## src/rtl/core/trlt_pkg.sv

```systemverilog
package trlt_pkg;

  // Table geometry.
  localparam int CAPACITY = 64;
  localparam int MAX_OUT  = 64;
  localparam int IDX_W    = (CAPACITY > 1) ? $clog2(CAPACITY) : 1;
  localparam int COUNT_W  = $clog2(CAPACITY + 1);
  localparam int TAKEN_W  = $clog2(MAX_OUT + 1);

  // Item field widths.
  localparam int KEY_W  = 56;
  localparam int ID_W   = 32;
  localparam int GRAN_W = 3;

  // Packed time layout: seven-bit fields above a seven-bit unused slot.
  localparam int FIELD_W    = 7;
  localparam int FINE_FIELDS = 5;
  localparam logic [FIELD_W-1:0] FIELD_TOP = 7'd100;

  // Operation codes.
  localparam logic OP_PUT      = 1'b0;
  localparam logic OP_RETRIEVE = 1'b1;

  // Commands that the sequencer sends along the row of cells.
  typedef struct packed {
    logic rotate;   // every cell takes its right neighbor's entry
    logic update;   // the matching cell takes the new id
    logic insert;   // open a slot at the sorted place and write the new entry
  } trlt_ctrl_t;

  // Range start: low slot and every field finer than the granularity cleared.
  function automatic logic [KEY_W-1:0] range_lo(input logic [KEY_W-1:0] t,
                                                input logic [GRAN_W-1:0] gra);
    logic [KEY_W-1:0] r;
    int g;
    r = t;
    g = int'(gra);
    r[FIELD_W-1:0] = '0;
    for (int f = 1; f <= FINE_FIELDS; f++) begin
      if (g < FINE_FIELDS && f <= FINE_FIELDS - g) begin
        r[FIELD_W*f +: FIELD_W] = '0;
      end
    end
    return r;
  endfunction

  // Range end: low slot cleared, every field finer than the granularity at the top value.
  function automatic logic [KEY_W-1:0] range_hi(input logic [KEY_W-1:0] t,
                                                input logic [GRAN_W-1:0] gra);
    logic [KEY_W-1:0] r;
    int g;
    r = t;
    g = int'(gra);
    r[FIELD_W-1:0] = '0;
    for (int f = 1; f <= FINE_FIELDS; f++) begin
      if (g < FINE_FIELDS && f <= FINE_FIELDS - g) begin
        r[FIELD_W*f +: FIELD_W] = FIELD_TOP;
      end
    end
    return r;
  endfunction

endpackage

```

## src/rtl/core/trlt_cell.sv

```systemverilog
module trlt_cell (
  input  logic                      clk,
  input  trlt_pkg::trlt_ctrl_t      ctrl,
  input  logic                      live,
  input  logic [trlt_pkg::KEY_W-1:0] new_key,
  input  logic [trlt_pkg::ID_W-1:0]  new_id,
  input  logic                      prev_lt,
  input  logic [trlt_pkg::KEY_W-1:0] prev_key,
  input  logic [trlt_pkg::ID_W-1:0]  prev_id,
  input  logic [trlt_pkg::KEY_W-1:0] next_key,
  input  logic [trlt_pkg::ID_W-1:0]  next_id,
  output logic [trlt_pkg::KEY_W-1:0] key,
  output logic [trlt_pkg::ID_W-1:0]  id,
  output logic                      lt,
  output logic                      eq
);
  import trlt_pkg::*;

  // Compare the held entry with the new key; empty cells never match.
  assign lt = live && (key < new_key);
  assign eq = live && (key == new_key);

  // One entry of the sorted row.
  always_ff @(posedge clk) begin
    priority if (ctrl.rotate) begin
      key <= next_key;
      id  <= next_id;
    end else if (ctrl.update) begin
      if (eq) begin
        id <= new_id;
      end
    end else if (ctrl.insert) begin
      if (!lt) begin
        if (prev_lt) begin
          key <= new_key;
          id  <= new_id;
        end else begin
          key <= prev_key;
          id  <= prev_id;
        end
      end
    end else begin
      // No command: the entry holds.
      key <= key;
      id  <= id;
    end
  end

endmodule
```

## config.mk

```make
export PLATFORM = sky130hd
export DESIGN_NAME = trlt_cell
export DESIGN_NICKNAME = d
export VERILOG_FILES = /design/src/rtl/core/trlt_pkg.sv /design/src/rtl/core/trlt_cell.sv
export SDC_FILE = /design/constraint.sdc
export NUM_CORES = 1
export LEC_CHECK = 0
export BUFFER_PORTS_ARGS = -buffer_cell sky130_fd_sc_hd__buf_2
export CAP_MARGIN = 20
export CORE_ASPECT_RATIO = 2
export CORE_UTILIZATION = 25
export CTS_CLUSTER_SIZE = 12
export DETAILED_ROUTE_END_ITERATION = 10
export SKIP_LAST_GASP = 1
export SYNTH_ARGS = -nofsm -noshare
export SYNTH_HDL_FRONTEND = slang
export SYNTH_SLANG_ARGS = --single-unit
export TNS_END_PERCENT = 100
```

## constraint.sdc

```tcl
create_clock -name clk -period 13.6 [get_ports clk]
set_input_delay 2.72 -clock clk [delete_from_list [all_inputs] [get_ports clk]]
set_output_delay 2.72 -clock clk [all_outputs]
set_load 0.02 [all_outputs]
```

Yosys cells after proc, flatten, opt, wreduce, memory -nomap -nowiden
Cells that the tools add are included.
{"block": "totals", "reg_bits": 88, "latch_bits": 0, "mem_bits_rw": 0, "rom_bits": 0, "inputBits": 270, "out_inout_bits": 90, "memories": 0}
{"block": "classes", "addsub": 0, "multipliers": 0, "div_mod_pow": 0, "magnitude_cmp": 1, "eq_ne": 5, "n_shift": 0, "mux": 11, "bitwise_logic": 0, "reduce_logical": 6}
{"op": "two-way mux 56 bit", "count": 5}
{"op": "two-way mux 32 bit", "count": 6}
{"op": "equality test 56 bit", "count": 1}
{"op": "less-than comparator 56 bit", "count": 1}
{"op": "AND reduction 3 bit", "count": 2}
{"op": "inequality test 3 x 1 -> 1 bit (second input constant)", "count": 1}
{"op": "inequality test 3 bit (second input constant)", "count": 1}
{"op": "nonzero test 3 bit", "count": 1}
{"op": "logical AND 1 bit", "count": 2}
{"op": "inequality test 2 x 1 -> 1 bit (second input constant)", "count": 1}
{"op": "inequality test 2 bit (second input constant)", "count": 1}
{"op": "nonzero test 2 bit", "count": 1}

Longest topological paths before layout
{"block": "depth", "depth_word": 6, "depth_mapped": 9, "mapped_depth_nobuf": 9}

Worst setup path before layout
OpenSTA, ideal clock, no wires.
{"block": "synth_path", "kind": "input port to flip-flop", "from": "in new_key[22] in the netlist's numbering", "to": "reg key[0] in the netlist's numbering, enable pin", "arrival_ns": 6.565, "slack_ns": 6.553, "path_stages": 8, "n_path_buf": 0, "path_cell_list": "inv_1 ha_1 nand4_1 nor4_1 o31ai_1 a31oi_1 nor2_2 o21bai_1"}
{"block": "synth_via", "elab_chain_len": 4}
{"item": "start: declaration", "line_no": "trlt_cell.sv:5", "text": "input logic [trlt_pkg::KEY_W-1:0] new_key,"}
{"item": "less-than comparator 56 bit", "line_no": "trlt_cell.sv:20", "text": "assign lt = live && (key < new_key);"}
{"item": "logical AND 1 bit", "line_no": "trlt_cell.sv:20"}
{"item": "via lt", "line_no": "trlt_cell.sv:14", "text": "output logic lt,"}
{"item": "inequality test 2 bit (no source line)"}
{"item": "AND reduction 3 bit (no source line)"}
{"item": "end signal: assignment", "line_no": "trlt_cell.sv:26", "text": "key <= next_key;"}
{"item": "end signal: assignment", "line_no": "trlt_cell.sv:35", "text": "key <= new_key;"}
{"item": "end signal: assignment", "line_no": "trlt_cell.sv:38", "text": "key <= prev_key;"}
{"item": "end: declaration", "line_no": "trlt_cell.sv:12", "text": "output logic [trlt_pkg::KEY_W-1:0] key,"}
The timed path passes the listed nets, and every way through them passes these cells.
A chain may end at the register's enable or synchronous reset.

Worst setup path in the final report
{"block": "layout_path", "from": "in new_key[23] in the netlist's numbering", "to": "out lt"}
{"block": "layout_via", "elab_chain_len": 2}
{"item": "less-than comparator 56 bit", "line_no": "trlt_cell.sv:20"}
{"item": "logical AND 1 bit", "line_no": "trlt_cell.sv:20"}
{"item": "end: declaration", "line_no": "trlt_cell.sv:14"}
Every way passes these cells.

==> impl_metrics.tcl <==
set metrics [dict create \
    hold_class "reg -> reg" \
    path_depth 9 \
    cts_tree "built" \
    grt_pass1_vias 5637 \
    start_util_pct 25.7 \
    grt_remaining_overflow 0 \
    finalWirelength_um 20000 \
    vdd_ir_drop_max_mv 0.0538 \
    syn_to_final_growth_pct 40.2 \
    fin_cells 1216 \
    fin_util_pct 36.0 \
    cts-htree-levels 3 \
    die_h_um 219 \
    grt_pass1_wl_um 29100 \
    synth_fp_nets 909 \
    cp_max_fo 3 \
    holdBufCountCts 0 \
    synth_compound_area_share_pct 12.2 \
    startpoint_type "input port" \
    yosys.area_share.simple_pct 9.97 \
    period_needed_ns 7.56 \
    hold_viol 0 \
    synthArstFlopShare_pct 0 \
    fillCellCount 2421 \
    synth_top_family_by_area "multiplexers" \
    maxCapViolCount 0 \
    worstPathCellList "buf_2 > inv_1 > ha_1 > nand4_1 > nor4_1 > o31ai_1 > a31oi_1 > nor2_2 > buf_2" \
    worst-setup-path-type "in -> out" \
    p_total_w 0.000794 \
    num_vias 5581 \
    synth_cells 583 \
    io_pins 360 \
    wl_per_cell_um 16.5 \
    cts_buffers 9 \
    cts.repair.resized 0 \
    crit_top_cell "buf_2" \
    yosys-top-cells-area "edfxtp_1 (45%), mux2i_1 (15%), ha_1 (12%)" \
    arrival_ns 4.84 \
    core_area_um2 22800 \
    rsz0062_at_grt "no" \
    cts_root_buf "clkbuf_16" \
    cts_setup_buffers 0 \
    yosysTopAreaCellShare_pct 45.1 \
    setup_tns_ns 0 \
    post-synth-top-area-cell "edfxtp_1" \
    dp_hpwl_um 16500 \
    worstRegToRegCells 7 \
    endpoint_kind "output port" \
    period_share_pct 55.6 \
    power_density_nw_per_um2 96.5 \
    max_stage_delay_ns 0.69 \
    synthFlopType "edfxtp_1" \
    first_pass_iters 4 \
    finClkSkew_ns 0.0122 \
    io_buffers 359 \
    netlist_area_um2 5860 \
    synth-adder-area-share_pct 12.0 \
    insertion_delay_ns 0.36 \
    synth_seq_area_share_pct 45.1 \
    setup_viol 0 \
    viasPerCell 4.59 \
    drt_iter0_drc 149 \
    antenna_found_initial 4 \
    fmax_mhz 132 \
    clk_pin_slew_worst_paths_ns 0.07 \
    die_x_um 110 \
    clockBufferDepth 2 \
    drive_above_1_share_pct 41.1 \
    grt_usage_pct 16.7 \
    critical_path.top_delay_family "simple AND/OR/NAND/NOR gates" \
    synth_area_per_cell_um2 10.1 \
    synthMuxAreaShare_pct 15.0 \
    critPathBufInv 3 \
    yosysWarnings 0 \
    worstPathRequired_ns 10.88 \
    ys_ff_latch 88 \
    cp_slowest_cell "nor4_1" \
    drv_slew 0 \
    synthDistinctLibCells 33 \
    synth_edf_count 88 \
    worstMarginPinSlew_ns 1.05 \
    ant_nets 0 \
    slew_headroom_pct 29.8 \
    yosysMostFrequentCell "nand2_1" \
    dp_cells 1196 \
    die_area_um2 24100 \
    grt_max_degree 98 \
    drc 0 \
    clock_sinks 88 \
    synthTopCellsByCount "nand2_1 (97), edfxtp_1 (88), mux2i_1 (88), o21ai_0 (88)" \
    placementRows 78 \
    synth_xor_area_share_pct 0 \
    status "finished clean" \
    whs_path_depth 6 \
    final_nets 1253 \
    place_congestion 0.874 \
    leakagePower_nw 4.13 \
]
## final cells by class
type / count / area [µm²] / share of cell area [%]
clock buffers: 9 / 225 / 2.74
clock inverters: 7 / 52.6 / 0.639
inverters: 56 / 210 / 2.56
diodes: 4 / 10.0 / 0.122
flip-flops and latches: 88 / 2640 / 32.1
well taps: 280 / 350 / 4.26
repair buffers: 362 / 1820 / 22.2
multi-input cells: 410 / 2910 / 35.4
## flip-flops by register name (all words and copies together) (netlist names)
register / flops
id: 32
key: 56
## placed cells by master, fill, tap and decap left out, types with 3 or more instances in the layout
cell and instances:
clkbuf_16 9, inv_6 4, inv_1 56, nand3_1 9, buf_4 5, and4_1 3, nand2_1 97, diode_2 4
mux2i_1 88, o21ai_1 5, a21oi_1 21, edfxtp_1 88, nor2_1 6, o21ai_0 88, ha_1 56, nand4_1 10
a21o_1 5, buf_2 357
## logic make-up after synthesis
kind of cell               after synthesis
and+or+nand+nor                        134
AOI/OAI and AO/OA                      132
muxes                                   88
DFF                                     88
buffers and inverters                   85
adders and majority gates               56
## per-stage QoR
step	area (µm²)	hold slack (ns)	setup WS, ns
floorplan	5860	2.04	6.55
global placement	7940	1.49	5.91
detailed placement	7940	1.53	5.90
CTS	8210	1.54	5.91
global route	8220	1.68	5.87
finish	8220	1.53	6.04
## final timing paths
| path | slack (ns) | end | from |
|---|---|---|---|
| worst max-delay path | 6.04 | lt | new_key[23] |
| worst min-delay path | 1.53 | id[6] | key[0] |
| worst max register to register | 10.13 | id[27] | key[23] |
| worst min register to register | 1.53 | id[6] | key[0] |
## worst reg2reg max path: stages, from the launching register on
cell	delay [ns]
edfxtp_1	0.41
ha_1	0.33
nand4_1	0.15
nor4_1	0.69
o31ai_1	0.21
a31oi_1	0.30
nor2_2	0.13
o21ai_4	0.85
## layer usage
metal  track usage, %  wire length (µm)
met5                0                 0
met4             7.63               556
met3             3.22               981
met2             33.1             11600
met1             15.7              6910
## power breakdown
group | switching, W | internal, W | total, W
clock network | 0.000117 | 0.000126 | 0.000243
logic | 0.000121 | 0.0000857 | 0.000207
registers | 0.0000122 | 0.000332 | 0.000344
(Power assumes the default switching activity.)
